$ cat src/hw/rtl/length_prefix_deframer_macros.svh
// ----------------------------------------------------------------------------
// length_prefix_deframer_macros
// Assertion macros used by the deframer core (lpd_core).
// ----------------------------------------------------------------------------
`ifndef LENGTH_PREFIX_DEFRAMER_MACROS_SVH
`define LENGTH_PREFIX_DEFRAMER_MACROS_SVH
`ifndef NO_ASSERTIONS
`define LPD_ASSERT_IMP(label, clk, rst_n, ante, cons) \
	label: assert property (@(posedge clk) disable iff (!(rst_n)) (ante) |-> (cons)) \
		else $error("lpd assertion failed");
`define LPD_ASSERT_NXT(label, clk, rst_n, ante, cons) \
	label: assert property (@(posedge clk) disable iff (!(rst_n)) (ante) |=> (cons)) \
		else $error("lpd assertion failed");
`else
`define LPD_ASSERT_IMP(label, clk, rst_n, ante, cons)
`define LPD_ASSERT_NXT(label, clk, rst_n, ante, cons)
`endif
`endif

$ cat src/hw/rtl/lpd_pkg.sv
// ----------------------------------------------------------------------------
// lpd_pkg
// Types, constants and header decode helpers for the deframer.
// ----------------------------------------------------------------------------
`timescale 1ns / 1ps

package lpd_pkg;

	localparam int ByteW  = 8;
	localparam int LenW   = 31;
	localparam int StoreW = 24;
	localparam int CntW   = 3;

	localparam logic [CntW-1:0] HdrFirst   = 3'd0;
	localparam logic [CntW-1:0] HdrLast    = 3'd3;
	localparam logic [CntW-1:0] HdrPayload = 3'd4;

	localparam logic [LenW-1:0] LenOne = 31'd1;

	localparam logic [ByteW-1:0] BinFlag = 8'h80;
	localparam logic [ByteW-1:0] ChZero  = 8'h30;
	localparam logic [ByteW-1:0] ChNine  = 8'h39;
	localparam logic [ByteW-1:0] ChUpA   = 8'h41;
	localparam logic [ByteW-1:0] ChUpF   = 8'h46;
	localparam logic [ByteW-1:0] ChLoA   = 8'h61;
	localparam logic [ByteW-1:0] ChLoF   = 8'h66;

	typedef struct packed {
		logic             valid;
		logic [ByteW-1:0] data;
	} lpd_in_t;

	typedef struct packed {
		logic [LenW-1:0]  msg_length;
		logic             empty_res;
		logic             last;
		logic             first;
		logic [ByteW-1:0] out_byte;
	} lpd_res_t;

	// non-hex characters decode as zero
	function automatic logic [3:0] hex_digit(input logic [ByteW-1:0] c);
		logic [ByteW-1:0] d;
		begin
			d = '0;
			if (c >= ChZero && c <= ChNine) begin
				d = c - ChZero;
			end else if (c >= ChUpA && c <= ChUpF) begin
				d = c - ChUpA + 8'd10;
			end else if (c >= ChLoA && c <= ChLoF) begin
				d = c - ChLoA + 8'd10;
			end
			return d[3:0];
		end
	endfunction

	function automatic logic [LenW-1:0] decode_len(input logic [StoreW-1:0] hs,
			input logic [ByteW-1:0] b);
		logic [LenW-1:0] len;
		begin
			if ((hs[StoreW-1 -: ByteW] & BinFlag) != '0) begin
				len = {hs[StoreW-2:0], b};
			end else begin
				len = {15'd0, hex_digit(hs[23:16]), hex_digit(hs[15:8]),
					hex_digit(hs[7:0]), hex_digit(b)};
			end
			return len;
		end
	endfunction

endpackage

$ cat src/hw/rtl/lpd_in_reg.sv
// ----------------------------------------------------------------------------
// lpd_in_reg
// Input register: holds one incoming byte until the core takes it.
// ----------------------------------------------------------------------------
`timescale 1ns / 1ps

module lpd_in_reg import lpd_pkg::*; (
	input  logic             clk,
	input  logic             arst_n,
	input  logic             s_axis_tvalid,
	output logic             s_axis_tready,
	input  logic [ByteW-1:0] s_axis_tdata,   // [7:0] data_byte
	input  logic             take,
	output lpd_in_t          beat
);

	logic             valid_s1;
	logic [ByteW-1:0] data_s1;

	assign s_axis_tready = !valid_s1 || take;
	assign beat.valid = valid_s1;
	assign beat.data  = data_s1;

	always_ff @(posedge clk or negedge arst_n) begin
		if (!arst_n) begin
			valid_s1 <= 1'b0;
		end else if (s_axis_tvalid && s_axis_tready) begin
			valid_s1 <= 1'b1;
		end else if (take) begin
			valid_s1 <= 1'b0;
		end
	end

	always_ff @(posedge clk) begin
		if (s_axis_tvalid && s_axis_tready) begin
			data_s1 <= s_axis_tdata;
		end
	end

endmodule

$ cat src/hw/rtl/lpd_core.sv
// ----------------------------------------------------------------------------
// lpd_core
// Header collection, length decode and payload counting, one byte per cycle while res_ready is high.
// ----------------------------------------------------------------------------
`timescale 1ns / 1ps
`include "length_prefix_deframer_macros.svh"

module lpd_core import lpd_pkg::*; (
	input  logic     clk,
	input  logic     arst_n,
	input  lpd_in_t  beat,
	input  logic     res_ready,
	output logic     take,
	output logic     res_valid,
	output lpd_res_t res
);

	logic [StoreW-1:0] hs_q, hs_d, hs_eff;
	logic [CntW-1:0]   cnt_q, cnt_d, cnt_eff;
	logic [LenW-1:0]   left_q, left_d;
	logic [LenW-1:0]   len_q, len_d;
	logic [LenW-1:0]   dec_len;
	logic              restart;
	logic              in_payload;

	assign take       = beat.valid && res_ready;
	assign in_payload = (cnt_q == HdrPayload) && (left_q != '0);
	assign restart    = cnt_q >= HdrPayload;
	assign cnt_eff    = restart ? HdrFirst : cnt_q;
	assign hs_eff     = restart ? '0 : hs_q;
	assign dec_len    = decode_len(hs_q, beat.data);

	always_comb begin
		hs_d      = hs_q;
		cnt_d     = cnt_q;
		left_d    = left_q;
		len_d     = len_q;
		res_valid = 1'b0;
		res       = '0;
		if (take) begin
			if (in_payload) begin
				res_valid      = 1'b1;
				res.out_byte   = beat.data;
				res.first      = left_q == len_q;
				res.last       = left_q == LenOne;
				res.msg_length = len_q;
				left_d         = left_q - LenOne;
				if (left_q == LenOne) begin
					cnt_d = HdrFirst;
					hs_d  = '0;
				end
			end else if (cnt_eff < HdrLast) begin
				hs_d   = {hs_eff[StoreW-ByteW-1:0], beat.data};
				cnt_d  = cnt_eff + 3'd1;
				left_d = restart ? '0 : left_q;
			end else begin
				hs_d  = '0;
				len_d = dec_len;
				if (dec_len == '0) begin
					cnt_d         = HdrFirst;
					left_d        = '0;
					res_valid     = 1'b1;
					res.first     = 1'b1;
					res.last      = 1'b1;
					res.empty_res = 1'b1;
				end else begin
					cnt_d  = HdrPayload;
					left_d = dec_len;
				end
			end
		end
	end

	always_ff @(posedge clk or negedge arst_n) begin
		if (!arst_n) begin
			hs_q   <= '0;
			cnt_q  <= HdrFirst;
			left_q <= '0;
			len_q  <= '0;
		end else begin
			hs_q   <= hs_d;
			cnt_q  <= cnt_d;
			left_q <= left_d;
			len_q  <= len_d;
		end
	end

	`LPD_ASSERT_IMP(a_empty_shape, clk, arst_n, res_valid && res.empty_res, res.first && res.last && res.msg_length == '0 && res.out_byte == '0)
	`LPD_ASSERT_IMP(a_cnt_range, clk, arst_n, 1'b1, cnt_q <= HdrPayload)
	`LPD_ASSERT_IMP(a_left_bound, clk, arst_n, cnt_q == HdrPayload, left_q <= len_q)
	`LPD_ASSERT_NXT(a_last_ends, clk, arst_n, take && in_payload && left_q == LenOne, cnt_q == HdrFirst && hs_q == '0)

endmodule

$ cat src/hw/rtl/lpd_out_reg.sv
// ----------------------------------------------------------------------------
// lpd_out_reg
// Output register: holds one result beat until the sink takes it.
// ----------------------------------------------------------------------------
`timescale 1ns / 1ps

module lpd_out_reg import lpd_pkg::*; (
	input  logic           clk,
	input  logic           arst_n,
	input  logic           res_valid,
	input  lpd_res_t       res,
	output logic           res_ready,
	output logic           m_axis_tvalid,
	input  logic           m_axis_tready,
	output logic [39:0]    m_axis_tdata,   // [7:0] out_byte, [38:8] msg_length, [39] zero
	output logic           m_axis_tlast,
	output logic [1:0]     m_axis_tuser    // [0] first, [1] empty_res
);

	logic     out_valid_q;
	lpd_res_t out_q;

	assign res_ready     = !out_valid_q || m_axis_tready;
	assign m_axis_tvalid = out_valid_q;
	assign m_axis_tdata  = {1'b0, out_q.msg_length, out_q.out_byte};
	assign m_axis_tlast  = out_q.last;
	assign m_axis_tuser  = {out_q.empty_res, out_q.first};

	always_ff @(posedge clk or negedge arst_n) begin
		if (!arst_n) begin
			out_valid_q <= 1'b0;
		end else if (res_valid) begin
			out_valid_q <= 1'b1;
		end else if (m_axis_tready) begin
			out_valid_q <= 1'b0;
		end
	end

	always_ff @(posedge clk) begin
		if (res_valid) begin
			out_q <= res;
		end
	end

endmodule

$ cat src/hw/rtl/length_prefix_deframer.sv
// ----------------------------------------------------------------------------
// length_prefix_deframer
// Splits a byte stream into length-prefixed messages and tags payload beats.
//
//  channel  dir  width  contents
//  s_axis   in   8      tdata: data_byte
//  m_axis   out  40+1+2 tdata: out_byte, msg_length; tlast: last;
//                       tuser: first, empty_res
//
//  One input beat per cycle sustained while m_axis accepts; header beats
//  give no output beat, except a zero length, which gives one empty beat.
//  Data path: input register, then header/counter logic into the
//  output register.
//  Reset needs no clearing pass; the block accepts beats right after reset.
//  A stall on m_axis holds the core and backs up into s_axis_tready.
// ----------------------------------------------------------------------------
`timescale 1ns / 1ps

module length_prefix_deframer import lpd_pkg::*; (
	input  logic             clk,
	input  logic             arst_n,
	input  logic             s_axis_tvalid,
	output logic             s_axis_tready,
	input  logic [ByteW-1:0] s_axis_tdata,   // [7:0] data_byte
	output logic             m_axis_tvalid,
	input  logic             m_axis_tready,
	output logic [39:0]      m_axis_tdata,   // [7:0] out_byte, [38:8] msg_length, [39] zero
	output logic             m_axis_tlast,
	output logic [1:0]       m_axis_tuser    // [0] first, [1] empty_res
);

	lpd_in_t  beat;
	lpd_res_t res;
	logic     take;
	logic     res_valid;
	logic     res_ready;

	lpd_in_reg u_in (
		.clk           (clk),
		.arst_n        (arst_n),
		.s_axis_tvalid (s_axis_tvalid),
		.s_axis_tready (s_axis_tready),
		.s_axis_tdata  (s_axis_tdata),
		.take          (take),
		.beat          (beat)
	);

	lpd_core u_core (
		.clk       (clk),
		.arst_n    (arst_n),
		.beat      (beat),
		.res_ready (res_ready),
		.take      (take),
		.res_valid (res_valid),
		.res       (res)
	);

	lpd_out_reg u_out (
		.clk           (clk),
		.arst_n        (arst_n),
		.res_valid     (res_valid),
		.res           (res),
		.res_ready     (res_ready),
		.m_axis_tvalid (m_axis_tvalid),
		.m_axis_tready (m_axis_tready),
		.m_axis_tdata  (m_axis_tdata),
		.m_axis_tlast  (m_axis_tlast),
		.m_axis_tuser  (m_axis_tuser)
	);

endmodule
$ cat config.mk
export PLATFORM = sky130hd
export DESIGN_NAME = length_prefix_deframer
export DESIGN_NICKNAME = d
export VERILOG_FILES = /design/src/hw/rtl/lpd_pkg.sv /design/src/hw/rtl/lpd_in_reg.sv /design/src/hw/rtl/lpd_core.sv /design/src/hw/rtl/lpd_out_reg.sv /design/src/hw/rtl/length_prefix_deframer.sv
export VERILOG_INCLUDE_DIRS = /design/src /design/src/hw/rtl
export SDC_FILE = /design/constraint.sdc
export NUM_CORES = 1
export LEC_CHECK = 0
export BUFFER_PORTS_ARGS = -buffer_cell sky130_fd_sc_hd__buf_4
export CELL_PAD_IN_SITES_DETAIL_PLACEMENT = 2
export CELL_PAD_IN_SITES_GLOBAL_PLACEMENT = 2
export CORE_ASPECT_RATIO = 0.9
export CORE_MARGIN = 3
export CORE_UTILIZATION = 39
export CTS_CLUSTER_SIZE = 30
export DETAILED_ROUTE_END_ITERATION = 10
export PLACE_DENSITY_LB_ADDON = 0.2
export SLEW_MARGIN = 20
export SYNTH_ARGS = -nofsm -noshare
export SYNTH_HDL_FRONTEND = slang
export SYNTH_HIERARCHICAL = 1
export SYNTH_SLANG_ARGS = --single-unit
$ cat constraint.sdc
create_clock -name clk -period 4.7 [get_ports clk]
set_clock_uncertainty 0.05 [all_clocks]
set_input_delay 0.94 -clock clk [delete_from_list [all_inputs] [get_ports clk]]
set_output_delay 0.94 -clock clk [all_outputs]
set_load 0.05 [all_outputs]
==> out/metrics.sh, run 1 <==
OUTCOME='finished clean'
SYNTH_SEQ_CELLS=141
INSERTEDDIODECOUNT=0
ANTENNA_FOUND_INITIAL=0
HPWLAFTERDP_UM=19600
HOLD_WC_STARTPOINT='u_core/cnt_q[1]'
CRITICAL_PATH.ENDPOINT_TYPE='register'
TIMING.FINAL.MAX_SLEW_VIOLATIONS=0
TIMING.CRITICAL_PATH.FROM_TYPE='register'
TIMING_WORST_SETUP_PATH_TYPE='register to register'
FMAX_GHz=0.249
TOTAL_GRT_OVERFLOW=0
ROUTE.VIAS.TOTAL=6438
INITIAL_CORE_UTIL=0.401
FINAL.SETUP.TNS_PS=0
HOLD_VIOL_FINAL=0
FIN_UTIL=0.469
RSZ0062_AT_GRT='no'
TIMING.FINAL.CRIT_PERIOD_PS=4010
ROWS=47
CP-ENDPOINT='u_out/m_axis_tvalid'
MAX_STAGE_DELAY_CELL_WORST_PATH='sky130_fd_sc_hd__o31a_2'
CRITPATHARRIVALTIME_PS=4290
GRT_START_MAX_NET_PINS=64
CLOCK_SINKS=141
SYNTH_NETS=777
TIMING.CRITICAL_PATH.CELLS='inv_1, ha_1, or3b_1, nor4_4, nand2_1, o31a_2, a31oi_1, nor2_4, buf_12, nand2b_2'
YOSYS_WARNINGS=6
POST_SYNTH_XOR_AREA_FRACTION=0.0366
CAPTURE_INSTANCE_OF_THE_WORST_REGISTER_TO_REGISTER_PATH='u_out/m_axis_tvalid'
FINAL_MIN_PERIOD_OVER_CLOCK_PERIOD=0.853
CELLLEAKAGEPOWER_nW=3.67
SYNTH_TOP_FAMILY_BY_AREA='simple AND/OR/NAND/NOR gates'
CORE_REGION_AREA_UM2=18500
SYNTH_SIMPLE_GATE_AREA_FRAC=0.202
VIAS_PER_CELL=6.16
YS_TYPES=81
NUMBER_OF_GLOBAL_ROUTE_VIAS_BEFORE_REPAIR=6996
MUX_CELL_AREA_SHARE_AFTER_SYNTHESIS=0.00556
CTS_HOLD_BUF=0
TIMING_WORST_SLEW_PIN_VALUE_PS=1110
TIMING.CRITICAL_PATH.REQUIRED_PS=4980
ANT_NETS=0
SLEW-LIMIT-HEADROOM=0.263
SYN_AREA_PER_CELL_UM2=9.91
GLOBALPLACE.CONGESTION=0.889
WORSTSETUPSTARTPOINT='u_core/left_q[1]'
SETUP-VIOLATIONS-FINAL=0
FINAL_NET_COUNT=815
HOLD_PATH_CLASS='register to register'
POST_SYNTHESIS_COMPOUND_GATE_AREA_FRACTION=0.177
CRITICAL_PATH.REG2REG.STARTPOINT='u_core/left_q[1]'
WORST_SETUP_HOLD_PATH_CLK_SLEW_PS=60
IO_PINS=57
POWER_PER_CELL_AREA_nW_PER_UM2=751
NUMCTSBUFFERS=17
DIE_HEIGHT_UM=137
CP_NUM_BUF_INV=2
SYNTH-SEQ-AREA-SHARE=0.509
LARGEST_INCREMENTAL_DELAY_ON_THE_CRITICAL_PATH_PS=700
LAYOUT-DRIVE-GT1-SHARE=0.161
DRT_FIRST_ITER_VIOLATIONS=419
SETUP.REG_TO_REG.WORST_SLACK_PS=690
CTS_HTREE_LEVELS=4
REG2REG_DEPTH=10
CLOCK-ROOT-BUFFER='sky130_fd_sc_hd__clkbuf_16'
POST_SYNTH_FA_HA_MAJ_AREA_FRACTION=0.0270
FIRST_PASS_GRT_WIRE_LENGTH_UM=43400
DRT_DRC_VIOLATIONS_LEFT=0
DRT_WL_TOTAL_UM=28700
SYNTHESIS.INSTANCES=749
DIE_W_UM=151
SYNTH-EDFF-COUNT=50
CTSLONGESTPATHBUFFERS=2
CP_TOP_FAMILY='simple AND/OR/NAND/NOR gates'
CTS-RESIZED-GATES=0
WORSTSETUPPATHDEPTH=10
PORTBUFFERS=55
ASYNC_FLOP_SHARE=0.645
SYN_TO_FINAL_GROWTH_PCT=17.0
CTS_POST_SETUP_BUFFERS_INSERTED=0
MAIN_SYNTH_FF_TYPE='sky130_fd_sc_hd__dfrtp_1'
CRIT_FANOUT=39
DRT-PASS1-ITER-COUNT=5
WL_PER_CELL_UM=27.4
VDD_DROP_MAX_uV=322
GRT_UTIL_ALL_LAYERS=0.285
SYNTH_AREA_UM2=7420
DRV_CAP=0
CLOCK_LATENCY_PS=440
DIE-AREA_UM2=20700
CTS_TREE='built'
-- per-stage QoR --
step                      worst slack [ps]  hold WS, ps  total power [W]  instances  area (µm²)
after floorplan                        492          414          0.00395        749        7420
after global placement                1030          438          0.00482       1012        8050
after detailed placement               772          454          0.00499       1012        8060
after CTS                              729          478          0.00653       1044        8680
after global routing                   492          514          0.00684       1045        8680
final                                  691          480          0.00652       1045        8680
-- cells by family (layout without fill, tap and decap cells) --
family / count (synthesis) / count (layout)
buffers and inverters: 77 / 128
AND/OR/NAND/NOR: 274 / 274
AO/OA/AOI/OAI: 204 / 204
other: 2 / 2
XOR/XNOR: 31 / 31
flip-flops: 141 / 141
adder cells (fa/ha/maj): 16 / 16
multiplexers: 4 / 4
-- registers in the layout (all words and copies together), names as in the netlist --
name                 cells
u_core/cnt_q             3
u_core/hs_q             24
u_core/left_q           31
u_core/len_q            31
u_in/data_s1             8
u_in/valid_s1            1
u_out/m_axis_tdata      39
u_out/m_axis_tlast       1
u_out/m_axis_tuser       2
u_out/m_axis_tvalid      1
-- worst min-delay path: cells and delay by family, from the launching register on --
| family | cells | cell delay, ps |
|---|---|---|
| flip-flops | 1 | 370 |
| AO/OA/AOI/OAI | 1 | 70 |
| AND/OR/NAND/NOR | 1 | 60 |
-- power by group --
part | switching [W] | leakage [nW] | internal (W)
combinational | 0.00203 | 1.66 | 0.000858
sequential | 0.000476 | 1.72 | 0.00169
clock | 0.000574 | 0.294 | 0.000891
-- worst min path at each step --
stage,end,slack (ps),cells past startpoint
floorplan,u_core/cnt_q[0],410,2
global placement,u_core/cnt_q[1],440,2
detailed placement,u_core/cnt_q[1],450,2
CTS,u_core/cnt_q[1],480,2
global route,u_core/cnt_q[0],510,2
finish,u_core/cnt_q[1],480,2
-- cell usage after synthesis (all sizes together), types with 3 or more instances --
| cell | count | area (µm²) |
|---|---|---|
| dfrtp | 91 | 2280 |
| nand2 | 90 | 338 |
| o21ai | 85 | 429 |
| edfxtp | 50 | 1500 |
| nor2 | 42 | 163 |
| clkbuf | 38 | 143 |
| and3 | 34 | 213 |
| a21oi | 33 | 165 |
| inv | 27 | 101 |
| nor3 | 24 | 136 |
| xnor2 | 20 | 175 |
| nor4 | 18 | 134 |
| ha | 16 | 200 |
| a22o | 12 | 105 |
| buf | 11 | 65.1 |
| nand2b | 11 | 86.3 |
| xor2 | 11 | 96.3 |
| nand4 | 9 | 56.3 |
| nand3 | 8 | 40.0 |
| o31ai | 8 | 73.8 |
| o22ai | 7 | 43.8 |
| a21o | 6 | 45.0 |
| a31oi | 6 | 37.5 |
| o211ai | 5 | 37.5 |
| o21bai | 5 | 37.5 |
| or3 | 5 | 43.8 |
| or4b | 5 | 53.8 |
| a211oi | 4 | 30.0 |
| a22oi | 4 | 35.0 |
| nor2b | 4 | 25.0 |
| nor3b | 4 | 30.0 |
| o32a | 4 | 40.0 |
| a221o | 3 | 30.0 |
| a2bb2oi | 3 | 26.3 |
| a311oi | 3 | 26.3 |
| mux2i | 3 | 30.0 |
| nand3b | 3 | 22.5 |
| nand4bb | 3 | 33.8 |
| or3b | 3 | 26.3 |
| or4 | 3 | 30.0 |
-- cells in the final DEF, fill, tap and decap left out, types with 4 or more instances in the layout --
cell                         n
sky130_fd_sc_hd__dfrtp_1    91
sky130_fd_sc_hd__nand2_1    90
sky130_fd_sc_hd__o21ai_0    78
sky130_fd_sc_hd__buf_4      66
sky130_fd_sc_hd__edfxtp_1   50
sky130_fd_sc_hd__nor2_1     38
sky130_fd_sc_hd__and3_1     34
sky130_fd_sc_hd__a21oi_1    33
sky130_fd_sc_hd__inv_1      27
sky130_fd_sc_hd__nor3_1     22
sky130_fd_sc_hd__xnor2_1    20
sky130_fd_sc_hd__clkbuf_16  17
sky130_fd_sc_hd__nor4_1     16
sky130_fd_sc_hd__ha_1       16
sky130_fd_sc_hd__a22o_1     12
sky130_fd_sc_hd__xor2_1     11
sky130_fd_sc_hd__nand4_1     9
sky130_fd_sc_hd__nand2b_1    8
sky130_fd_sc_hd__nand3_1     8
sky130_fd_sc_hd__o31ai_1     7
sky130_fd_sc_hd__o22ai_1     7
sky130_fd_sc_hd__a21o_1      6
sky130_fd_sc_hd__a31oi_1     6
sky130_fd_sc_hd__o21bai_1    5
sky130_fd_sc_hd__o211ai_1    5
sky130_fd_sc_hd__o21ai_1     5
sky130_fd_sc_hd__clkinv_4    4
sky130_fd_sc_hd__bufinv_16   4
sky130_fd_sc_hd__nor3b_1     4
sky130_fd_sc_hd__nor2b_1     4
sky130_fd_sc_hd__a211oi_1    4
sky130_fd_sc_hd__o32a_1      4
-- per-layer routing --
metal	vias up	wire length, µm	GRT usage	share of wire
met5	-	0	0	0
met4	0	1010	0.116	0.035
met3	56	1390	0.0589	0.048
met2	186	14000	0.465	0.49
met1	3386	12200	0.371	0.43
li1	2810	-	-	-
-- area by class of cell --
class	instances	area, µm²
Clock inverter	13	191
Timing Repair Buffer	68	520
Inverter	28	105
Multi-Input combinational cell	531	3350
Tap cell	245	307
Fill cell	1950	9840
Sequential cell	141	3780
Clock buffer	19	433
(Power assumes the default switching activity.)
==> run 2, diff against run 1 <==
ABC_CLOCK_PERIOD_IN_PS = 4700   (was unset)
REMOVE_ABC_BUFFERS = 1   (was unset)
==> out/metrics.sh, run 2 (same netlist as run 1, synthesis figures left out) <==
DRV_CAP=0  # unchanged
CLOCK_LATENCY_PS=430  # about the same
DP_SLACK_PS=863  # +92.0 ps
CRIT_FANOUT=33  # -15%
FMAX_GHz=0.247  # -0.83%
GRT_UTIL_ALL_LAYERS=0.272  # -0.0131
TIMING.FINAL.CRIT_PERIOD_PS=4040  # +33.6 ps
SEQ_POWER_SHARE=0.325  # -0.008
DRT_DRC_VIOLATIONS_LEFT=0  # unchanged
CTS_HOLD_BUF=0  # unchanged
CLOCK-ROOT-BUFFER='sky130_fd_sc_hd__clkbuf_16'
DRT_FIRST_ITER_VIOLATIONS=524  # +25%
ROWS=47  # unchanged
INITIAL_CORE_UTIL=0.401  # unchanged
TIMING.CRITICAL_PATH.FROM_TYPE='register'
NUMBER_OF_GLOBAL_ROUTE_VIAS_BEFORE_REPAIR=6903  # -1.3%
ROUTE.VIAS.TOTAL=6386  # -0.81%
CLOCK_POWER_SHARE=0.236  # +0.011
FINAL_NET_COUNT=814  # -0.12%
VIAS_PER_CELL=6.12  # -0.71%
WL_PER_CELL_UM=25.9  # -5.5%
SYN_TO_FINAL_GROWTH_PCT=17.6
DIE-AREA_UM2=20700  # unchanged
GLOBALPLACE.CONGESTION=0.912  # +2.5%
MAX_STAGE_DELAY_CELL_WORST_PATH='sky130_fd_sc_hd__a221oi_1'
CRITICAL_PATH.ENDPOINT_TYPE='register'
POWER.SWITCHING_FRACTION=0.463  # -0.00884
TIMING.CRITICAL_PATH.REQUIRED_PS=4760  # -220 ps
DIE_W_UM=151  # unchanged
FIRST_PASS_GRT_WIRE_LENGTH_UM=42100  # -3.1%
CRITPATHARRIVALTIME_PS=4110  # -180 ps
CPMOSTUSEDCELL='sky130_fd_sc_hd__nor3_1'
CTS-RESIZED-GATES=0  # unchanged
FINAL_MIN_PERIOD_OVER_CLOCK_PERIOD=0.860  # +0.00716
SLEW-LIMIT-HEADROOM=0.163  # -0.0997
LARGEST_INCREMENTAL_DELAY_ON_THE_CRITICAL_PATH_PS=920  # +220 ps
DRT_WL_TOTAL_UM=27100  # -5.6%
ANT_NETS=0  # unchanged
IO_PINS=57  # unchanged
NUMCTSBUFFERS=17  # unchanged
P_COMB_FRAC=0.439  # -0.003
DRT-PASS1-ITER-COUNT=5  # unchanged
SWITCH_PWR_W=0.00305  # -0.78%
CTS_TREE='built'
SETUP-VIOLATIONS-FINAL=0  # unchanged
CTSLONGESTPATHBUFFERS=2  # unchanged
CP_NUM_BUF_INV=2  # unchanged
RSZ0062_AT_GRT='no'
POWER.TOTAL_W=0.00659  # +1.1%
GRT_START_MAX_NET_PINS=71  # +11%
VDD_DROP_MAX_uV=367  # +14%
CP_TOP_FAMILY='simple AND/OR/NAND/NOR gates'
LARGEST_REGISTER_FF_COUNT=39  # unchanged
DIE_HEIGHT_UM=137  # unchanged
MOSTFREQUENTLAYOUTCELL='sky130_fd_sc_hd__dfrtp_1'
TIMING.CRITICAL_PATH.CELLS='inv_1, ha_1, nor3b_1, nor3_1, a221oi_1, nand3_1, nor3_1, a31oi_1, nor2_4, buf_12'
HOLD_VIOL_FINAL=0  # unchanged
CELLLEAKAGEPOWER_nW=3.70  # +0.83%
CTS_POST_SETUP_BUFFERS_INSERTED=0  # unchanged
MOST-COMMON-LAYOUT-CELLS='91 x sky130_fd_sc_hd__dfrtp_1, 90 x sky130_fd_sc_hd__nand2_1, 78 x sky130_fd_sc_hd__o21ai_0'
HOLD_PATH_CLASS='register to register'
TIMING_WORST_SLEW_PIN_VALUE_PS=1260  # +150 ps
POWER_PER_CELL_AREA_nW_PER_UM2=755  # +0.61%
CORE_REGION_AREA_UM2=18500  # unchanged
TIMING_WORST_SETUP_PATH_TYPE='register to register'
CTS_HTREE_LEVELS=4  # unchanged
INSERTEDDIODECOUNT=0  # unchanged
CLOCK_SINKS=141  # unchanged
OUTCOME='finished clean'
WORST_SETUP_HOLD_PATH_CLK_SLEW_PS=60  # about the same
HPWLAFTERDP_UM=18700  # -4.5%
FIN_UTIL=0.471  # +0.00236
P_INT_W=0.00354  # +2.8%
TOTAL_GRT_OVERFLOW=0  # unchanged
ANTENNA_FOUND_INITIAL=0  # unchanged
LAYOUT-DRIVE-GT1-SHARE=0.163  # +0.00145
FINAL.SETUP.TNS_PS=0  # unchanged
POSTLAYOUTSETUPSLACKWORST_PS=657  # -33.6 ps
PORTBUFFERS=55  # unchanged
TIMING.FINAL.MAX_SLEW_VIOLATIONS=0  # unchanged
-- run 2: metal layers --
layer / vias to the layer above / track usage / part of all wire
met4: 0 / 0.0750 / 0.018
met1: 3374 / 0.369 / 0.44
met5: - / 0 / 0
met2: 170 / 0.448 / 0.49
met3: 31 / 0.0507 / 0.047
li1: 2811 / - / -
-- run 2: power groups by stage --
stage / sequential (W) / clock [W] / combinational [W]
global route: 0.00220 / 0.00163 / 0.00311
floorplan: 0.00255 / 0 / 0.00130
finish: 0.00215 / 0.00155 / 0.00289
detailed placement: 0.00215 / 0 / 0.00282
global placement: 0.00212 / 0 / 0.00270
CTS: 0.00214 / 0.00157 / 0.00288
-- run 2: worst paths after layout --
kind / slack (ps) / from / endpoint / cells past startpoint
hold / removal: 490 / u_core/len_q[3] / u_core/len_q[3] / 2
setup / recovery: 660 / u_core/hs_q[17] / u_out/m_axis_tdata[24] / 10
setup reg to reg: 660 / u_core/hs_q[17] / u_out/m_axis_tdata[24] / 10
max in group asynchronous: 3020 / arst_n / u_core/hs_q[18] / 2
hold reg to reg: 490 / u_core/len_q[3] / u_core/len_q[3] / 2
min in group asynchronous: 630 / arst_n / u_core/len_q[4] / 1
-- run 2: worst register-to-register path: cells and delay by family, from the launching register on --
| kind | cells | cell delay, ps |
|---|---|---|
| simple gates | 5 | 1280 |
| compound gates | 2 | 1150 |
| flops | 1 | 560 |
| buf+inv | 2 | 410 |
| fa+ha+maj | 1 | 250 |
-- run 2: final cells by class --
cell class / count / area, µm²
flip-flops and latches: 141 / 3780
clock buffers: 20 / 467
repair buffers: 67 / 515
inverters: 28 / 105
clock inverters: 12 / 206
fillers: 1946 / 9800
well taps: 245 / 307
multi-input cells: 531 / 3350
-- run 2: stage by stage --
step | hold WS, ps | instance area, µm² | cells
floorplan | 414 | 7210 | 700
global placement | 437 | 8050 | 1012
finish | 485 | 8730 | 1044
detailed placement | 472 | 8050 | 1012
CTS | 489 | 8720 | 1044
global route | 520 | 8730 | 1044
